==> src/hw/rtl/x86alu_pkg.sv <==
`timescale 1ns / 1ps

package x86alu_pkg;

   localparam logic [3:0] FUNC_MOV    = 4'd0;
   localparam logic [3:0] FUNC_ADD    = 4'd1;
   localparam logic [3:0] FUNC_SUB    = 4'd2;
   localparam logic [3:0] FUNC_CMP    = 4'd3;
   localparam logic [3:0] FUNC_TEST   = 4'd4;
   localparam logic [3:0] FUNC_OR     = 4'd5;
   localparam logic [3:0] FUNC_XOR    = 4'd6;
   localparam logic [3:0] FUNC_DEC    = 4'd7;
   localparam logic [3:0] FUNC_CBW    = 4'd8;
   localparam logic [3:0] FUNC_BRANCH = 4'd9;

   localparam logic [2:0] COND_O  = 3'd0;
   localparam logic [2:0] COND_B  = 3'd1;
   localparam logic [2:0] COND_E  = 3'd2;
   localparam logic [2:0] COND_BE = 3'd3;
   localparam logic [2:0] COND_S  = 3'd4;
   localparam logic [2:0] COND_P  = 3'd5;
   localparam logic [2:0] COND_L  = 3'd6;
   localparam logic [2:0] COND_LE = 3'd7;

   typedef struct packed {
      logic [3:0]  func;
      logic        is_word;
      logic [15:0] dest_val;
      logic [15:0] src_val;
      logic [3:0]  cond;
   } req_type;

   typedef struct packed {
      logic [15:0] result;
      logic        write_back;
      logic        branch_taken;
      logic        flag_overflow;
      logic        flag_sign;
      logic        flag_zero;
      logic        flag_carry;
      logic        flag_parity;
   } rsp_type;

   typedef struct packed {
      logic o;
      logic s;
      logic z;
      logic c;
      logic p;
   } flags_type;

endpackage

==> src/hw/rtl/x86_16bit_alu_with_flags.sv <==
`timescale 1ns / 1ps

// 8086-style alu subset with a kept status flag register.
// input channel: req_valid / req_stall / req_data carry one operation item
// (func, is_word, dest_val, src_val, cond).
// result channel: rsp_valid / rsp_stall / rsp_data carry one result item per
// input item: result, write_back, branch_taken and the five flags after it.
// an item is taken into an input register, computed in one pass of
// combinational logic and captured in the result register, so rsp_valid
// rises as the item moves from the input register into the result register.
// throughput is one item per cycle while rsp_stall is low; the flag register
// is written as an item moves into the result register and feeds the next item.
// reset (synchronous) empties both registers and clears all flags.
// while rsp_stall is high and a result waits, the input register still
// takes one more item; after that req_stall follows rsp_stall until the
// result is taken. results are never dropped or repeated.
module x86_16bit_alu_with_flags (
   input  logic                 clock,
   input  logic                 reset,
   input  logic                 req_valid,
   output logic                 req_stall,
   input  x86alu_pkg::req_type  req_data,
   output logic                 rsp_valid,
   input  logic                 rsp_stall,
   output x86alu_pkg::rsp_type  rsp_data
);

   import x86alu_pkg::*;

   logic      in_valid_ff;
   req_type   in_data_ff;
   logic      out_valid_ff;
   rsp_type   out_data_ff;
   flags_type flags_ff;
   flags_type flags_in;
   rsp_type   out_data_in;

   logic advance;
   logic take;

   logic        word;
   logic [15:0] d;
   logic [15:0] s;
   logic [15:0] r;
   logic [16:0] sum;
   logic [16:0] diff;
   logic [15:0] decv;
   logic [15:0] msb;
   logic        sgn;
   logic        ovf;
   logic        cry;
   logic        upd;
   logic        wb;
   logic        taken;
   logic        cond_t;

   assign advance   = !out_valid_ff || !rsp_stall;
   assign req_stall = in_valid_ff && !advance;
   assign take      = req_valid && !req_stall;

   always_comb begin
      word = in_data_ff.is_word;
      d    = word ? in_data_ff.dest_val : {8'h00, in_data_ff.dest_val[7:0]};
      s    = word ? in_data_ff.src_val  : {8'h00, in_data_ff.src_val[7:0]};
      msb  = word ? 16'h8000 : 16'h0080;
      sum  = {1'b0, d} + {1'b0, s};
      diff = {1'b0, d} - {1'b0, s};
      decv = d - 16'd1;

      unique case (in_data_ff.cond[3:1])
         COND_O:  cond_t = flags_ff.o;
         COND_B:  cond_t = flags_ff.c;
         COND_E:  cond_t = flags_ff.z;
         COND_BE: cond_t = flags_ff.c || flags_ff.z;
         COND_S:  cond_t = flags_ff.s;
         COND_P:  cond_t = flags_ff.p;
         COND_L:  cond_t = flags_ff.s != flags_ff.o;
         COND_LE: cond_t = flags_ff.z || (flags_ff.s != flags_ff.o);
         default: cond_t = 1'b0;
      endcase

      r     = 16'h0000;
      ovf   = 1'b0;
      cry   = 1'b0;
      upd   = 1'b0;
      wb    = 1'b0;
      taken = 1'b0;

      unique case (in_data_ff.func)
         FUNC_MOV: begin
            r  = s;
            wb = 1'b1;
         end
         FUNC_ADD: begin
            r   = word ? sum[15:0] : {8'h00, sum[7:0]};
            ovf = |(~(d ^ s) & (d ^ r) & msb);
            cry = word ? sum[16] : sum[8];
            upd = 1'b1;
            wb  = 1'b1;
         end
         FUNC_SUB, FUNC_CMP: begin
            r   = word ? diff[15:0] : {8'h00, diff[7:0]};
            ovf = |((d ^ s) & (d ^ r) & msb);
            cry = diff[16];
            upd = 1'b1;
            wb  = (in_data_ff.func == FUNC_SUB);
         end
         FUNC_TEST: begin
            r   = d & s;
            upd = 1'b1;
         end
         FUNC_OR: begin
            r   = d | s;
            upd = 1'b1;
            wb  = 1'b1;
         end
         FUNC_XOR: begin
            r   = d ^ s;
            upd = 1'b1;
            wb  = 1'b1;
         end
         FUNC_DEC: begin
            r   = word ? decv : {8'h00, decv[7:0]};
            ovf = (d == msb);
            cry = flags_ff.c;
            upd = 1'b1;
            wb  = 1'b1;
         end
         FUNC_CBW: begin
            r  = {{8{in_data_ff.dest_val[7]}}, in_data_ff.dest_val[7:0]};
            wb = 1'b1;
         end
         FUNC_BRANCH: begin
            taken = cond_t ^ in_data_ff.cond[0];
            r     = taken ? in_data_ff.src_val : 16'h0000;
         end
         default: begin
            r = 16'h0000;
         end
      endcase

      sgn = |(r & msb);

      if (upd) begin
         flags_in.o = ovf;
         flags_in.s = sgn;
         flags_in.z = (r == 16'h0000);
         flags_in.c = cry;
         flags_in.p = ~^r[7:0];
      end else begin
         flags_in = flags_ff;
      end

      out_data_in.result        = r;
      out_data_in.write_back    = wb;
      out_data_in.branch_taken  = taken;
      out_data_in.flag_overflow = flags_in.o;
      out_data_in.flag_sign     = flags_in.s;
      out_data_in.flag_zero     = flags_in.z;
      out_data_in.flag_carry    = flags_in.c;
      out_data_in.flag_parity   = flags_in.p;
   end

   always_ff @(posedge clock) begin
      if (reset) begin
         in_valid_ff  <= 1'b0;
         out_valid_ff <= 1'b0;
         flags_ff     <= '0;
      end else begin
         if (take) begin
            in_valid_ff <= 1'b1;
         end else if (advance) begin
            in_valid_ff <= 1'b0;
         end
         if (advance) begin
            out_valid_ff <= in_valid_ff;
         end
         if (advance && in_valid_ff) begin
            flags_ff <= flags_in;
         end
      end
   end

   always_ff @(posedge clock) begin
      if (take) begin
         in_data_ff <= req_data;
      end
      if (advance && in_valid_ff) begin
         out_data_ff <= out_data_in;
      end
   end

   assign rsp_valid = out_valid_ff;
   assign rsp_data  = out_data_ff;

endmodule
==> config.mk <==
export PLATFORM = sky130hd
export DESIGN_NAME = x86_16bit_alu_with_flags
export DESIGN_NICKNAME = d
export VERILOG_FILES = /design/src/hw/rtl/x86alu_pkg.sv /design/src/hw/rtl/x86_16bit_alu_with_flags.sv
export SDC_FILE = /design/constraint.sdc
export NUM_CORES = 1
export LEC_CHECK = 0
export BUFFER_PORTS_ARGS = -buffer_cell sky130_fd_sc_hd__buf_2
export CORE_MARGIN = 4
export CORE_UTILIZATION = 62
export CTS_BUF_LIST = sky130_fd_sc_hd__clkbuf_4
export CTS_CLUSTER_DIAMETER = 50
export DETAILED_ROUTE_END_ITERATION = 6
export PLACE_DENSITY_LB_ADDON = 0.1
export SLEW_MARGIN = 20
export SYNTH_ARGS = -nofsm -noshare
export SYNTH_HDL_FRONTEND = slang
export SYNTH_SLANG_ARGS = --single-unit
==> constraint.sdc <==
create_clock -name clock -period 4.95 [get_ports clock]
set_input_delay 0.495 -clock clock [delete_from_list [all_inputs] [get_ports clock]]
set_output_delay 0.495 -clock clock [all_outputs]
set_load 0.01 [all_outputs]
==> summary.md <==
| Metric | Value |
|---|---|
| Portion of total power attributed to the clock network | `27.9%` |
| Simple logic cell fraction of the synthesized area | `20.30%` |
| Number of levels the H-tree was split into | `3` |
| Peak clock frequency supported by timing | `227.8 MHz` |
| Weighted congestion at the end of routability-driven global placement | `1.031` |
| Share of synthesized area spent on multiplexers | `3.117%` |
| Final number of setup-violating endpoints | `0` |
| Worst Max-Slew Pin Slew | `1.049 ns` |
| Number of enable flip-flop cells after synthesis | `64` |
| Post-Layout Cell Count | `881` |
| Buffers inserted during post-CTS setup optimization | `0` |
| Number of buffers added by the clock tree synthesis step | `9` |
| Parity-gate share of the synthesized area counting xor and xnor cells | `2.551%` |
| Ratio of final minimum period to clock period | `88.70%` |
| Area share of the largest cell type after synthesis | `31.09%` |
| Count of max-cap constraint violations | `0` |
| Number of synthesized register bits | `71` |
| Number of filler cells placed in the layout | `783` |
| Number of nets in the layout | `850` |
| Net count of the mapped netlist | `792` |
| Worst-case reg-to-reg path depth | `13` |
| Met2 routing resource usage after global routing | `49.87%` |
| Number of nets with antenna violations after routing | `0` |
| CP arrival | `4.69 ns` |
| Clock-pin slew reported for the worst setup and hold paths after clock tree synthesis | `0.13 ns` |
| Total Die Area | `0.01163 mm^2` |
| Unrepaired setup endpoints after global routing | `no` |
| Count of antenna diodes in the layout | `0` |
| Reg-to-reg setup timing slack | `0.56 ns` |
| Iteration-0 DRC Markers | `712` |
| Mapped Cells | `685` |
| Cell-internal power | `1140 uW` |
| Warnings, synthesis | `0` |
| Share of final-layout standard cells stronger than drive strength 1 | `16.31%` |
| Number of global-route vias before repair | `5481` |
| Net Switching | `558.0 uW` |
| Proportion of power drawn by combinational gates | `28.1%` |
| Met1 Track Usage GR | `45.16%` |
| Fin Setup TNS | `0 ns` |
| GR met3 Demand/Resource | `7.259%` |
| Root Driver | `sky130_fd_sc_hd__clkbuf_4` |
| Run status | `complete, no violations` |
| Post-route minimum period | `4.390 ns` |
| Pin count of the biggest net entering global routing | `42` |
| CTS tree | `built` |
| Worst vdd ir | `0.0001344 V` |
| Total routed wirelength | `19.03 mm` |
| Complex-gate fraction of the synthesized area | `21.70%` |
| Top-Level Pins | `70` |
| Kind of start point of the critical path | `flop` |
| Hold wc startpoint | `req_data[36]` |
| Launching point of the worst reg2reg path | `in_data_ff[37]$_DFFE_PP_` |
| Reg-to-Reg End | `rsp_data[2]$_DFFE_PP_` |
| Buf/Inv on CP | `0` |
| Share of power burned in registers | `44.0%` |
| Iteration count of the initial detailed-routing pass | `6` |
| Most frequent cell on the critical path | `sky130_fd_sc_hd__nand4_1` |
| Synthesis-to-layout area growth | `10.67%` |
| Synthesized area per cell | `9.023 um^2` |
| Cell family contributing the most delay on the critical path | `simple AND/OR/NAND/NOR gates` |
| Most instantiated library cell after synthesis | `sky130_fd_sc_hd__nand2_1` |
| Cell with the largest stage delay on the worst path | `sky130_fd_sc_hd__a2111oi_0` |
| Sum of net half-perimeters after detailed placement | `14.57 mm` |
| Total congestion overflow after global routing | `0` |
| Class of the tightest hold or removal check | `in2reg` |
| Global-route wire length before repair | `29.37 mm` |
| Stage delay of the slowest cell on the critical path | `0.99 ns` |
| CTS Hold Bufs | `0` |
| Worst min-delay path endpoint | `word$_DFFE_PP_` |
| Horizontal die dimension | `107.8 um` |
| Number of placed instances, taps included | `864` |
| Avg Vias per Cell | `6.691` |
| Clock sinks | `71` |
| Top cell type by total area after synthesis | `sky130_fd_sc_hd__edfxtp_1` |
| Number of pins with negative max-slew slack in the final report | `0` |
| Hold Path Stages | `1` |
| Cell area after synthesis | `0.006181 mm^2` |
| Critical path capture point type | `flop` |
| Share of synthesized cell area in full adder, half adder and majority cells | `12.79%` |
| Die H | `107.8 um` |
| Max Clock Skew | `0.01664 ns` |
| Proportion of total power due to net switching | `32.86%` |
| Count of unresolved DRC violations after routing | `0` |
| Crit Path Class | `reg2reg` |
| Placeable core region | `0.009729 mm^2` |
| Total global routing track utilization | `33.20%` |
| Relative slew margins | `28.25%` |
| PwrDens | `248.2 mW/mm^2` |
| Rows | `36` |
| Share of the yosys chip area belonging to registers | `33.36%` |
| Dominant combinational cell family by area after synthesis | `compound AO/OA/AOI/OAI gates` |
| Number of failing hold endpoints at the final stage | `0` |
| Initial cell density of the core | `63.53%` |
| Maximum count of clock buffers along a single path | `2` |
| CP required | `5.25 ns` |
| Fraction of synthesis flops using an asynchronous set or reset pin | `0%` |
| Clock insertion delay at the later pin of the skew report | `0.45 ns` |
| Post-detailed-route wirelength per cell | `21.60 um` |
| Leak pwr | `0.002921 uW` |
| Busiest metal layer after global routing | `met2` |
| Worst Path Max Fanout | `14` |
| Most used DFF post-synth | `sky130_fd_sc_hd__edfxtp_1` |
| Library cells used by synthesis | `86` |
| Top post-synthesis cells by area | `sky130_fd_sc_hd__edfxtp_1 31%, sky130_fd_sc_hd__ha_1 12%, sky130_fd_sc_hd__nand2_1 3.9%, sky130_fd_sc_hd__inv_1 3.6%, sky130_fd_sc_hd__nor2_1 3.2%` |
| Count of input and output buffers | `69` |
| Cell breakdown of the critical path | `nor4bb_1 -> nand4_1 -> or2_2 -> o211ai_2 -> or2_1 -> a2111oi_0 -> ha_1 -> nand4_1 -> nor2_1 -> nand3_1 -> nor4_1 -> nand4_1 -> o21ai_1` |
| List of most frequent post-synthesis cells | `65 x sky130_fd_sc_hd__nand2_1, 64 x sky130_fd_sc_hd__edfxtp_1, 60 x sky130_fd_sc_hd__ha_1` |
| Initial antenna violation count | `0` |
| Resize count post-CTS | `0` |
| Vias | `5895` |
## final cells by class
| type | instances | area [um^2] | area share, % |
|---|---|---|---|
| repair buffers | 82 | 455.4 | 6.658 |
| multi-input cells | 520 | 3756 | 54.91 |
| clock inverters | 7 | 111.4 | 1.628 |
| clock buffers | 9 | 67.56 | 0.9877 |
| well taps | 133 | 166.4 | 2.433 |
| flip-flops and latches | 71 | 2062 | 30.14 |
| inverters | 59 | 221.5 | 3.238 |
## per-stage QoR
| step | power, uW | util (%) | hold WS [ns] | cell area, um^2 | worst slack [ns] |
|---|---|---|---|---|---|
| after floorplan | 1076 | - | 0.4441 | 6181 | 1.082 |
| after global placement | 1207 | 68.18 | 0.4487 | 6634 | 0.6664 |
| after detailed placement | 1219 | 68.25 | 0.5019 | 6640 | 0.6205 |
| after CTS | 1688 | 70.09 | 0.1989 | 6819 | 0.5916 |
| after global routing | 1772 | 70.31 | 0.1988 | 6840 | 0.3339 |
| final | 1698 | 70.31 | 0.2072 | 6840 | 0.5595 |
## power groups by stage
| stage | Combinational (uW) | Sequential (uW) | Clock [uW] |
|---|---|---|---|
| floorplan | 330 | 746 | 0 |
| global placement | 450 | 758 | 0 |
| detailed placement | 460 | 759 | 0 |
| CTS | 463 | 746 | 479 |
| global route | 518 | 751 | 503 |
| finish | 476 | 748 | 474 |
## kinds of logic (layout without fill, tap and decap cells)
logic type / after synthesis / after routing
XOR/XNOR: 18 / 18
AO/OA/AOI/OAI: 183 / 183
AND/OR/NAND/NOR: 238 / 238
flip-flops: 71 / 71
multiplexers: 19 / 19
adder cells (fa/ha/maj): 62 / 62
buffers and inverters: 94 / 157
## layout by cell type (no fill, tap or decap), types with 17 or more instances in the layout
cell type / synthesis / layout
sky130_fd_sc_hd__a21oi_1: 33 / 33
sky130_fd_sc_hd__buf_2: 11 / 69
sky130_fd_sc_hd__edfxtp_1: 64 / 64
sky130_fd_sc_hd__ha_1: 60 / 60
sky130_fd_sc_hd__inv_1: 59 / 59
sky130_fd_sc_hd__mux2i_1: 17 / 17
sky130_fd_sc_hd__nand2_1: 65 / 65
sky130_fd_sc_hd__nor2_1: 52 / 52
sky130_fd_sc_hd__nor3_1: 18 / 18
sky130_fd_sc_hd__o21ai_0: 23 / 23
## state kept, by name (all words and copies together) (netlist names)
register	count
rsp_valid	1
flags_ff	5
in_valid_ff	1
word	1
in_data_ff	40
rsp_data	23
## worst max path at each step
stage,startpoint,end,slack [ns],depth (start not counted)
final,in_data_ff[37]$_DFFE_PP_,rsp_data[2]$_DFFE_PP_,0.56,13
after global routing,in_data_ff[2]$_DFFE_PP_,rsp_data[2]$_DFFE_PP_,0.33,13
after CTS,in_data_ff[2]$_DFFE_PP_,rsp_data[2]$_DFFE_PP_,0.59,13
after detailed placement,in_data_ff[2]$_DFFE_PP_,rsp_data[2]$_DFFE_PP_,0.62,13
after global placement,in_data_ff[37]$_DFFE_PP_,flags_ff[2]$_SDFFE_PP0P_,0.67,13
after floorplan,word$_DFFE_PP_,rsp_data[3]$_DFFE_PP_,1.08,15
## layer usage
metal / vias to the layer above / routed length, um
met5: - / 0
met4: 0 / 877
met2: 409 / 8251
li1: 2670 / -
met1: 2738 / 7866
met3: 78 / 2037
Power figures use the tool's default switching activity.
